==> src/rtl/core/base64_stream_encoder_assert.svh <==
// Assertion macros for the base64 stream encoder.
`ifndef BASE64_STREAM_ENCODER_ASSERT_SVH
`define BASE64_STREAM_ENCODER_ASSERT_SVH

// same-cycle implication, checked out of reset
`define B64E_ASSERT_IMP(label, clk, rst_n, ante, cons) \
	label: assert property (@(posedge clk) disable iff (!(rst_n)) (ante) |-> (cons)) \
		else $error("base64 encoder check failed");

// next-cycle implication
`define B64E_ASSERT_NXT(label, clk, rst_n, ante, cons) \
	label: assert property (@(posedge clk) disable iff (!(rst_n)) (ante) |=> (cons)) \
		else $error("base64 encoder check failed");

`endif

==> src/rtl/core/b64e_pkg.sv <==
`timescale 1ns / 1ps
package b64e_pkg;

	localparam logic [6:0] PAD_CHAR  = 7'h3D;
	localparam logic [1:0] CHAR_LAST = 2'd3;

	// one group of up to three bytes; nbytes is 1..3
	typedef struct packed {
		logic [7:0] b0;
		logic [7:0] b1;
		logic [7:0] b2;
		logic [1:0] nbytes;
		logic       last;
	} group_t;

	// standard alphabet lookup
	function automatic logic [6:0] b64_char(input logic [5:0] v);
		logic [6:0] c;
		unique case (v) inside
			[6'd0:6'd25]:  c = 7'(v) + 7'd65;
			[6'd26:6'd51]: c = 7'(v) + 7'd71;
			[6'd52:6'd61]: c = 7'(v) - 7'd4;
			6'd62:         c = 7'h2B;
			default:       c = 7'h2F;
		endcase
		return c;
	endfunction

endpackage

==> src/rtl/core/b64e_front.sv <==
`timescale 1ns / 1ps
module b64e_front import b64e_pkg::*; (
	input  logic       clk,
	input  logic       arst_n,
	input  logic       push,
	input  logic [7:0] data_byte,
	input  logic       end_of_message,
	input  logic       grp_full,
	output logic       full,
	output logic       grp_push,
	output group_t     grp
);

	logic [7:0] held_q [2];
	logic [1:0] cnt_q;
	logic       acc;
	logic       closes;

	assign full   = grp_full;
	assign acc    = push & ~grp_full;
	// a group closes on the third byte or on the end flag
	assign closes = (cnt_q == 2'd2) | end_of_message;
	assign grp_push = acc & closes;

	always_comb begin
		grp.b0     = (cnt_q != 2'd0) ? held_q[0] : data_byte;
		grp.b1     = (cnt_q == 2'd2) ? held_q[1] : ((cnt_q == 2'd1) ? data_byte : 8'd0);
		grp.b2     = (cnt_q == 2'd2) ? data_byte : 8'd0;
		grp.nbytes = cnt_q + 2'd1;
		grp.last   = end_of_message;
	end

	always_ff @(posedge clk or negedge arst_n) begin
		if (!arst_n) begin
			cnt_q <= 2'd0;
		end else if (acc) begin
			cnt_q <= closes ? 2'd0 : cnt_q + 2'd1;
		end
	end

	always_ff @(posedge clk) begin
		if (acc && !closes) begin
			held_q[cnt_q[0]] <= data_byte;
		end
	end

endmodule

==> src/rtl/core/b64e_gq.sv <==
`timescale 1ns / 1ps
module b64e_gq import b64e_pkg::*; (
	input  logic   clk,
	input  logic   arst_n,
	input  logic   wr,
	input  group_t wr_grp,
	input  logic   rd,
	output group_t rd_grp,
	output logic   q_full,
	output logic   q_empty
);

	group_t     ent_q [2];
	logic       wr_ptr_q;
	logic       rd_ptr_q;
	logic [1:0] cnt_q;

	assign q_full  = (cnt_q == 2'd2);
	assign q_empty = (cnt_q == 2'd0);
	assign rd_grp  = ent_q[rd_ptr_q];

	always_ff @(posedge clk or negedge arst_n) begin
		if (!arst_n) begin
			wr_ptr_q <= 1'b0;
			rd_ptr_q <= 1'b0;
			cnt_q    <= 2'd0;
		end else begin
			if (wr) wr_ptr_q <= ~wr_ptr_q;
			if (rd) rd_ptr_q <= ~rd_ptr_q;
			case ({wr, rd})
				2'b10:   cnt_q <= cnt_q + 2'd1;
				2'b01:   cnt_q <= cnt_q - 2'd1;
				default: cnt_q <= cnt_q;
			endcase
		end
	end

	always_ff @(posedge clk) begin
		if (wr) begin
			ent_q[wr_ptr_q] <= wr_grp;
		end
	end

endmodule

==> src/rtl/core/b64e_back.sv <==
`timescale 1ns / 1ps
module b64e_back import b64e_pkg::*; (
	input  logic       clk,
	input  logic       arst_n,
	input  group_t     grp,
	input  logic       grp_empty,
	output logic       grp_pop,
	input  logic       pop,
	output logic       empty,
	output logic [6:0] out_char,
	output logic       last_char
);

	group_t     cur_q;
	logic       busy_q;
	logic [1:0] idx_q;
	logic       oval_q;
	logic [6:0] char_q;
	logic       last_q;
	logic       pop_acc;
	logic       adv;
	logic       done;
	logic [6:0] nxt_char;

	assign pop_acc = pop & oval_q;
	assign adv     = busy_q & (~oval_q | pop_acc);
	assign done    = adv & (idx_q == CHAR_LAST);
	assign grp_pop = ~grp_empty & (~busy_q | done);

	assign empty     = ~oval_q;
	assign out_char  = char_q;
	assign last_char = last_q;

	always_comb begin
		unique case (idx_q)
			2'd0:    nxt_char = b64_char(cur_q.b0[7:2]);
			2'd1:    nxt_char = b64_char({cur_q.b0[1:0], cur_q.b1[7:4]});
			2'd2:    nxt_char = (cur_q.nbytes > 2'd1) ?
				b64_char({cur_q.b1[3:0], cur_q.b2[7:6]}) : PAD_CHAR;
			default: nxt_char = (cur_q.nbytes > 2'd2) ? b64_char(cur_q.b2[5:0]) : PAD_CHAR;
		endcase
	end

	always_ff @(posedge clk or negedge arst_n) begin
		if (!arst_n) begin
			busy_q <= 1'b0;
			idx_q  <= 2'd0;
			oval_q <= 1'b0;
		end else begin
			if (grp_pop) begin
				busy_q <= 1'b1;
				idx_q  <= 2'd0;
			end else if (adv) begin
				busy_q <= ~done;
				idx_q  <= idx_q + 2'd1;
			end
			if (adv) oval_q <= 1'b1;
			else if (pop_acc) oval_q <= 1'b0;
		end
	end

	always_ff @(posedge clk) begin
		if (grp_pop) cur_q <= grp;
		if (adv) begin
			char_q <= nxt_char;
			last_q <= (idx_q == CHAR_LAST) & cur_q.last;
		end
	end

endmodule

==> src/rtl/core/base64_stream_encoder.sv <==
// Path: the closing byte's group is written to the group queue, then to the back's
// group register, then its first character to the output register. Throughput:
// one character word per cycle while each word is popped; four words per group.
// Reset: arst_n asynchronous active low; clears held count, group queue and
// output valid; no clearing pass, the block takes words straight after reset.
`timescale 1ns / 1ps
`include "base64_stream_encoder_assert.svh"
module base64_stream_encoder import b64e_pkg::*; (
	input  logic       clk,
	input  logic       arst_n,
	input  logic       push,
	output logic       full,
	input  logic [7:0] data_byte,
	input  logic       end_of_message,
	output logic       empty,
	input  logic       pop,
	output logic [6:0] out_char,
	output logic       last_char
);

	// front: collects bytes into groups of up to three
	// queue: two groups deep, lets front and back stall apart
	// back: spells each group out as four characters, one a cycle while popped
	group_t gq_in;
	group_t gq_out;
	logic   gq_push;
	logic   gq_pop;
	logic   gq_full;
	logic   gq_empty;

	b64e_front u_front (
		.clk            (clk),
		.arst_n         (arst_n),
		.push           (push),
		.data_byte      (data_byte),
		.end_of_message (end_of_message),
		.grp_full       (gq_full),
		.full           (full),
		.grp_push       (gq_push),
		.grp            (gq_in)
	);

	b64e_gq u_gq (
		.clk     (clk),
		.arst_n  (arst_n),
		.wr      (gq_push),
		.wr_grp  (gq_in),
		.rd      (gq_pop),
		.rd_grp  (gq_out),
		.q_full  (gq_full),
		.q_empty (gq_empty)
	);

	b64e_back u_back (
		.clk       (clk),
		.arst_n    (arst_n),
		.grp       (gq_out),
		.grp_empty (gq_empty),
		.grp_pop   (gq_pop),
		.pop       (pop),
		.empty     (empty),
		.out_char  (out_char),
		.last_char (last_char)
	);

	// front never pushes into a full queue, back never pops an empty one
	`B64E_ASSERT_IMP(a_no_overflow, clk, arst_n, gq_push, !gq_full)
	`B64E_ASSERT_IMP(a_no_underflow, clk, arst_n, gq_pop, !gq_empty)
	// every shown word is a printable base64 code
	`B64E_ASSERT_IMP(a_char_range, clk, arst_n, !empty, (out_char >= 7'd43) && (out_char <= 7'd122))
	// a closing group is in the queue by the next cycle
	`B64E_ASSERT_NXT(a_grp_lands, clk, arst_n, gq_push && !gq_pop, !gq_empty)

endmodule
==> config.mk <==
export PLATFORM = sky130hd
export DESIGN_NAME = base64_stream_encoder
export DESIGN_NICKNAME = d
export VERILOG_FILES = /design/src/rtl/core/b64e_pkg.sv /design/src/rtl/core/b64e_front.sv /design/src/rtl/core/b64e_gq.sv /design/src/rtl/core/b64e_back.sv /design/src/rtl/core/base64_stream_encoder.sv
export VERILOG_INCLUDE_DIRS = /design/src /design/src/rtl/core
export SDC_FILE = /design/constraint.sdc
export NUM_CORES = 1
export LEC_CHECK = 0
export BUFFER_PORTS_ARGS = -buffer_cell sky130_fd_sc_hd__buf_2
export CORE_MARGIN = 5
export CORE_UTILIZATION = 48
export DETAILED_ROUTE_END_ITERATION = 8
export PLACE_DENSITY_LB_ADDON = 0.08
export SLEW_MARGIN = 20
export SYNTH_ARGS = -nofsm -noshare
export SYNTH_HDL_FRONTEND = slang
export SYNTH_SLANG_ARGS = --single-unit
==> constraint.sdc <==
create_clock -name clk -period 4.4 [get_ports clk]
set_clock_uncertainty 0.1 [all_clocks]
set_input_delay 0.88 -clock clk [delete_from_list [all_inputs] [get_ports clk]]
set_output_delay 0.88 -clock clk [all_outputs]
set_load 0.01 [all_outputs]
==> results by group <==
Run status
  • Result of the run: complete, no violations

Yosys
  • Adder-cell share of the synthesized area: 9.10%
  • Fraction of registers with async set/reset: 8.70%
  • Post-synthesis net count: 529
  • Post-synthesis share of cell area spent on and, or, nand and nor gates: about a tenth
  • Largest family of logic cells by synthesized area: compound AO/OA/AOI/OAI gates
  • Top-area cell type share of the netlist area: about 53%
  • Synthesized-area fraction occupied by ao, oa, aoi and oai cells: approximately an eighth
  • Leading register cell type out of synthesis: sky130_fd_sc_hd__edfxtp_1
  • Summed instance area of the synthesized netlist: a little under 6000 um^2
  • Most frequent cell after synthesis: sky130_fd_sc_hd__edfxtp_1
  • Distinct cells, synth: 59
  • Post-synth EDFFs: 105
  • Share of synthesized area spent on multiplexers: 7.13%
  • Mean cell area of the mapped netlist: 12.6 um^2
  • Main area contributors after synthesis: sky130_fd_sc_hd__edfxtp_1, sky130_fd_sc_hd__ha_1, sky130_fd_sc_hd__mux2_2
  • Most instantiated cells after synthesis: sky130_fd_sc_hd__edfxtp_1, sky130_fd_sc_hd__nand2_1, sky130_fd_sc_hd__ha_1, sky130_fd_sc_hd__mux2_2, sky130_fd_sc_hd__a21oi_1
  • Parity-gate share of the synthesized area counting xor and xnor cells: 1.91%
  • Post-Syn Instances: 475
  • Largest area contributor in the synthesized netlist: sky130_fd_sc_hd__edfxtp_1
  • Post-synthesis sequential area ratio: 57.1%
  • YS warnings: 0
  • Number of flip-flops and latches in the synthesized netlist: roughly 120

STA
  • Max-slew headroom: about 56%
  • Setup repair after global routing missed its margin: no
  • Number of setup violations in the final report: 0
  • Final Hold Violating Endpoints: 0
  • Summed negative setup slack over all endpoints: 0 ns
  • Maximum operating frequency: 0.296 GHz
  • Tmin final: 3.37 ns
  • Fraction of the cycle the final worst path needs: 76.7%
  • Actual transition at the worst max-transition pin: about 0.67 ns
  • Count of pins over their slew limit: 0

Power
  • Reported leakage power: 0.00253 uW
  • NetSw: 1430 uW
  • Logic gate share of total power: roughly a third
  • Largest voltage drop on the vdd net: 0.345 mV
  • Cell area power density: 651 nW/um^2
  • Sequential share of power: between 30% and 40%
  • Net switching fraction of the power: 32.1%
  • Int Pwr: 3020 uW
  • Fraction of power consumed by the clock network: 29.0%

Place
  • Global placer's final weighted congestion: 0.890
  • Total half-perimeter wirelength after legalization and detailed placement: 7710 um
  • Area post-placement: 6270 um^2
  • Number of cells in the design after placement: 655
  • Buffers added on ports: 22

Clocking
  • Cell at the root of the clock tree: sky130_fd_sc_hd__clkbuf_16
  • Number of instances resized during post-cts repair: 0
  • H-Tree Level Count: 4
  • CTS clock-pin slew for the worst setup and hold paths: 0.05 ns
  • Total of hold buffers inserted after clock tree synthesis: 0
  • Number of clock buffers inserted by TritonCTS: 17
  • Num Clock Sinks: 115
  • Clock Latency Late Sink: 0.42 ns
  • TritonCTS clock tree: yes
  • Maximum buffer depth of the clock tree: 2
  • Post-CTS Setup Repair Bufs: 0

Floorplanning
  • Width of the die: 121 um
  • Initial core utilization: 49.2%
  • Placeable Area: 12100 um^2
  • Die ar.: between 10000 and 15000 um^2
  • Total I/O pin count: 23
  • Chip Height: 121 um
  • Placement Rows: 40

Critical path
  • Start of the worst register-to-register path: u_back.cur_q[12]
  • Worst path cell trace: inv_1 > ha_1 > a31oi_4 > and2_4 > nor2_1 > ha_1 > a211o_1 > a21oi_2 > nor3_1 > or3_1 > a221o_1 > o22a_1
  • Highest cell delay on the worst timing path: 0.46 ns
  • Critical path class: reg -> reg
  • Worst R2R Path Depth: 12
  • Element type at the critical path end: flop
  • Most common cell on crit path: sky130_fd_sc_hd__ha_1
  • Slack of the worst reg-to-reg path: between 1 and 1.5 ns
  • Critical path startpoint category: flop
  • Family with the most delay on the worst path: compound AO/OA/AOI/OAI gates
  • Slowest stage cell on the critical path: sky130_fd_sc_hd__edfxtp_1
  • Count of buffer and inverter cells on the critical path: 1
  • Required arrival time at the worst endpoint: 4.46 ns
  • Capture instance of the worst register-to-register path: u_back.out_char[3]
  • Largest fanout on the critical path: 5
  • Data arrival at the endpoint of the critical path: 3.43 ns

Final layout
  • Post-Layout Inst Area: 6830 um^2
  • Cell Count, Final, Fillers Out: roughly 700
  • Share of layout cells above drive strength 1: 19.3%
  • N_diodes: 0
  • Final #Nets: between 500 and 600
  • Area added between synthesis and finish: 14.6%
  • Finished Core Util: 56.4%

GRT
  • GRT Total Usage: 16.0%
  • Number of antenna violations at the first check in global routing: 0
  • Pin count of the biggest net entering global routing: 32
  • Sum of overflow across all layers after global routing: 0
  • Via count of the first global-routing pass: 3548
  • Global-route wire length before repair: 17900 um

Hold path
  • Worst hold-check path type: in -> async

Detailed routing
  • Via count: 3655
  • Remaining antenna violation count: 0
  • DRT Pass-1 Iters: 4
  • Number of vias per cell: 5.32
  • DRC viols: 0
  • Total wirelength of the detailed-routed design: roughly 11000 um
  • DRC violation total after the first TritonRoute iteration: 308
  • DR WL/cell: 15.8 um

Flow run
  • Max-capacitance violation count: 0
stage by stage:
step	setup WS, ns	hold WS (ns)	total power, uW
after floorplan	0.863	0.354	2800
after global placement	1.12	0.401	3170
after detailed placement	1.02	0.409	3180
after CTS	1.01	0.222	4500
after global routing	0.825	0.228	4740
final	1.03	0.236	4450
flip-flops by register name, indices dropped and copies added (netlist names):
register,flops
u_gq.ent_q,54
u_gq.wr_ptr_q,1
u_front.cnt_q,2
u_gq.cnt_q,2
u_back.cur_q,27
u_back.out_char,7
u_gq.rd_ptr_q,1
u_back.oval_q,1
u_back.busy_q,1
u_front.held_q,16
u_back.idx_q,2
u_back.last_char,1
final cells by class:
type	count	area, um^2
Tap cell	168	210
Inverter	21	78.8
Timing Repair Buffer	28	155
Multi-Input combinational cell	323	2420
Fill cell	1016	5280
Clock buffer	17	425
Sequential cell	115	3400
Clock inverter	15	141
worst register-to-register path, stage by stage, from the launching register on:
cell and delay, ns:
sky130_fd_sc_hd__edfxtp_1 0.46, sky130_fd_sc_hd__inv_1 0.18, sky130_fd_sc_hd__ha_1 0.29, sky130_fd_sc_hd__a31oi_4 0.06, sky130_fd_sc_hd__and2_4 0.18, sky130_fd_sc_hd__nor2_1 0.21, sky130_fd_sc_hd__ha_1 0.27, sky130_fd_sc_hd__a211o_1 0.32
sky130_fd_sc_hd__a21oi_2 0.12, sky130_fd_sc_hd__nor3_1 0.05, sky130_fd_sc_hd__or3_1 0.36, sky130_fd_sc_hd__a221o_1 0.36, sky130_fd_sc_hd__o22a_1 0.18
routing by layer:
metal  wire length, um  global-route usage [%]
met1              5300                    21.5
met2              4910                    23.9
met3               392                    5.17
met4               280                    6.79
met5                 0                       0
power groups by stage:
stage                     logic, uW  clock network, uW  registers, uW
after global routing           1600               1370           1770
after detailed placement       1430                  0           1750
after CTS                      1440               1320           1740
after floorplan                1070                  0           1730
after global placement         1420                  0           1750
final                          1420               1290           1740
layout by cell type, fill, tap and decap left out, types with 3 or more instances in the layout:
cell type	instances
sky130_fd_sc_hd__edfxtp_1	105
sky130_fd_sc_hd__nand2_1	43
sky130_fd_sc_hd__ha_1	37
sky130_fd_sc_hd__mux2_2	35
sky130_fd_sc_hd__a21oi_1	25
sky130_fd_sc_hd__nor2_1	23
sky130_fd_sc_hd__o21ai_0	23
sky130_fd_sc_hd__buf_2	22
sky130_fd_sc_hd__inv_1	21
sky130_fd_sc_hd__clkbuf_16	17
sky130_fd_sc_hd__and2_1	14
sky130_fd_sc_hd__o211ai_1	10
sky130_fd_sc_hd__dfrtp_1	10
sky130_fd_sc_hd__nand2b_1	9
sky130_fd_sc_hd__xnor2_1	9
sky130_fd_sc_hd__nand3_1	8
sky130_fd_sc_hd__a21o_1	6
sky130_fd_sc_hd__buf_4	6
sky130_fd_sc_hd__nor3_1	5
sky130_fd_sc_hd__nor2b_1	5
sky130_fd_sc_hd__o2111ai_1	5
sky130_fd_sc_hd__clkinvlp_4	5
sky130_fd_sc_hd__a31oi_1	4
sky130_fd_sc_hd__xor2_1	4
sky130_fd_sc_hd__fa_1	4
sky130_fd_sc_hd__o21a_1	3
sky130_fd_sc_hd__a32oi_1	3
sky130_fd_sc_hd__nor4_1	3
sky130_fd_sc_hd__a221oi_1	3
sky130_fd_sc_hd__clkinv_1	3
sky130_fd_sc_hd__clkinv_2	3
cell families after synthesis:
group,Yosys count
mux,38
flops,115
xor+xnor,13
compound gates,107
buf+inv,37
simple gates,124
fa+ha+maj,41
how the worst max path moves through the flow:
stage / to / depth (start not counted) / from / slack [ns]
finish: u_back.out_char[3] / 12 / u_back.cur_q[12] / 1.03
detailed placement: u_back.out_char[3] / 12 / u_back.cur_q[12] / 1.02
CTS: u_back.out_char[3] / 12 / u_back.cur_q[12] / 1.01
global route: u_back.out_char[3] / 12 / u_back.cur_q[12] / 0.83
floorplan: u_gq.cnt_q[1] / 6 / pop / 0.86
global placement: u_back.out_char[3] / 12 / u_back.cur_q[12] / 1.12
(Power assumes the default switching activity.)
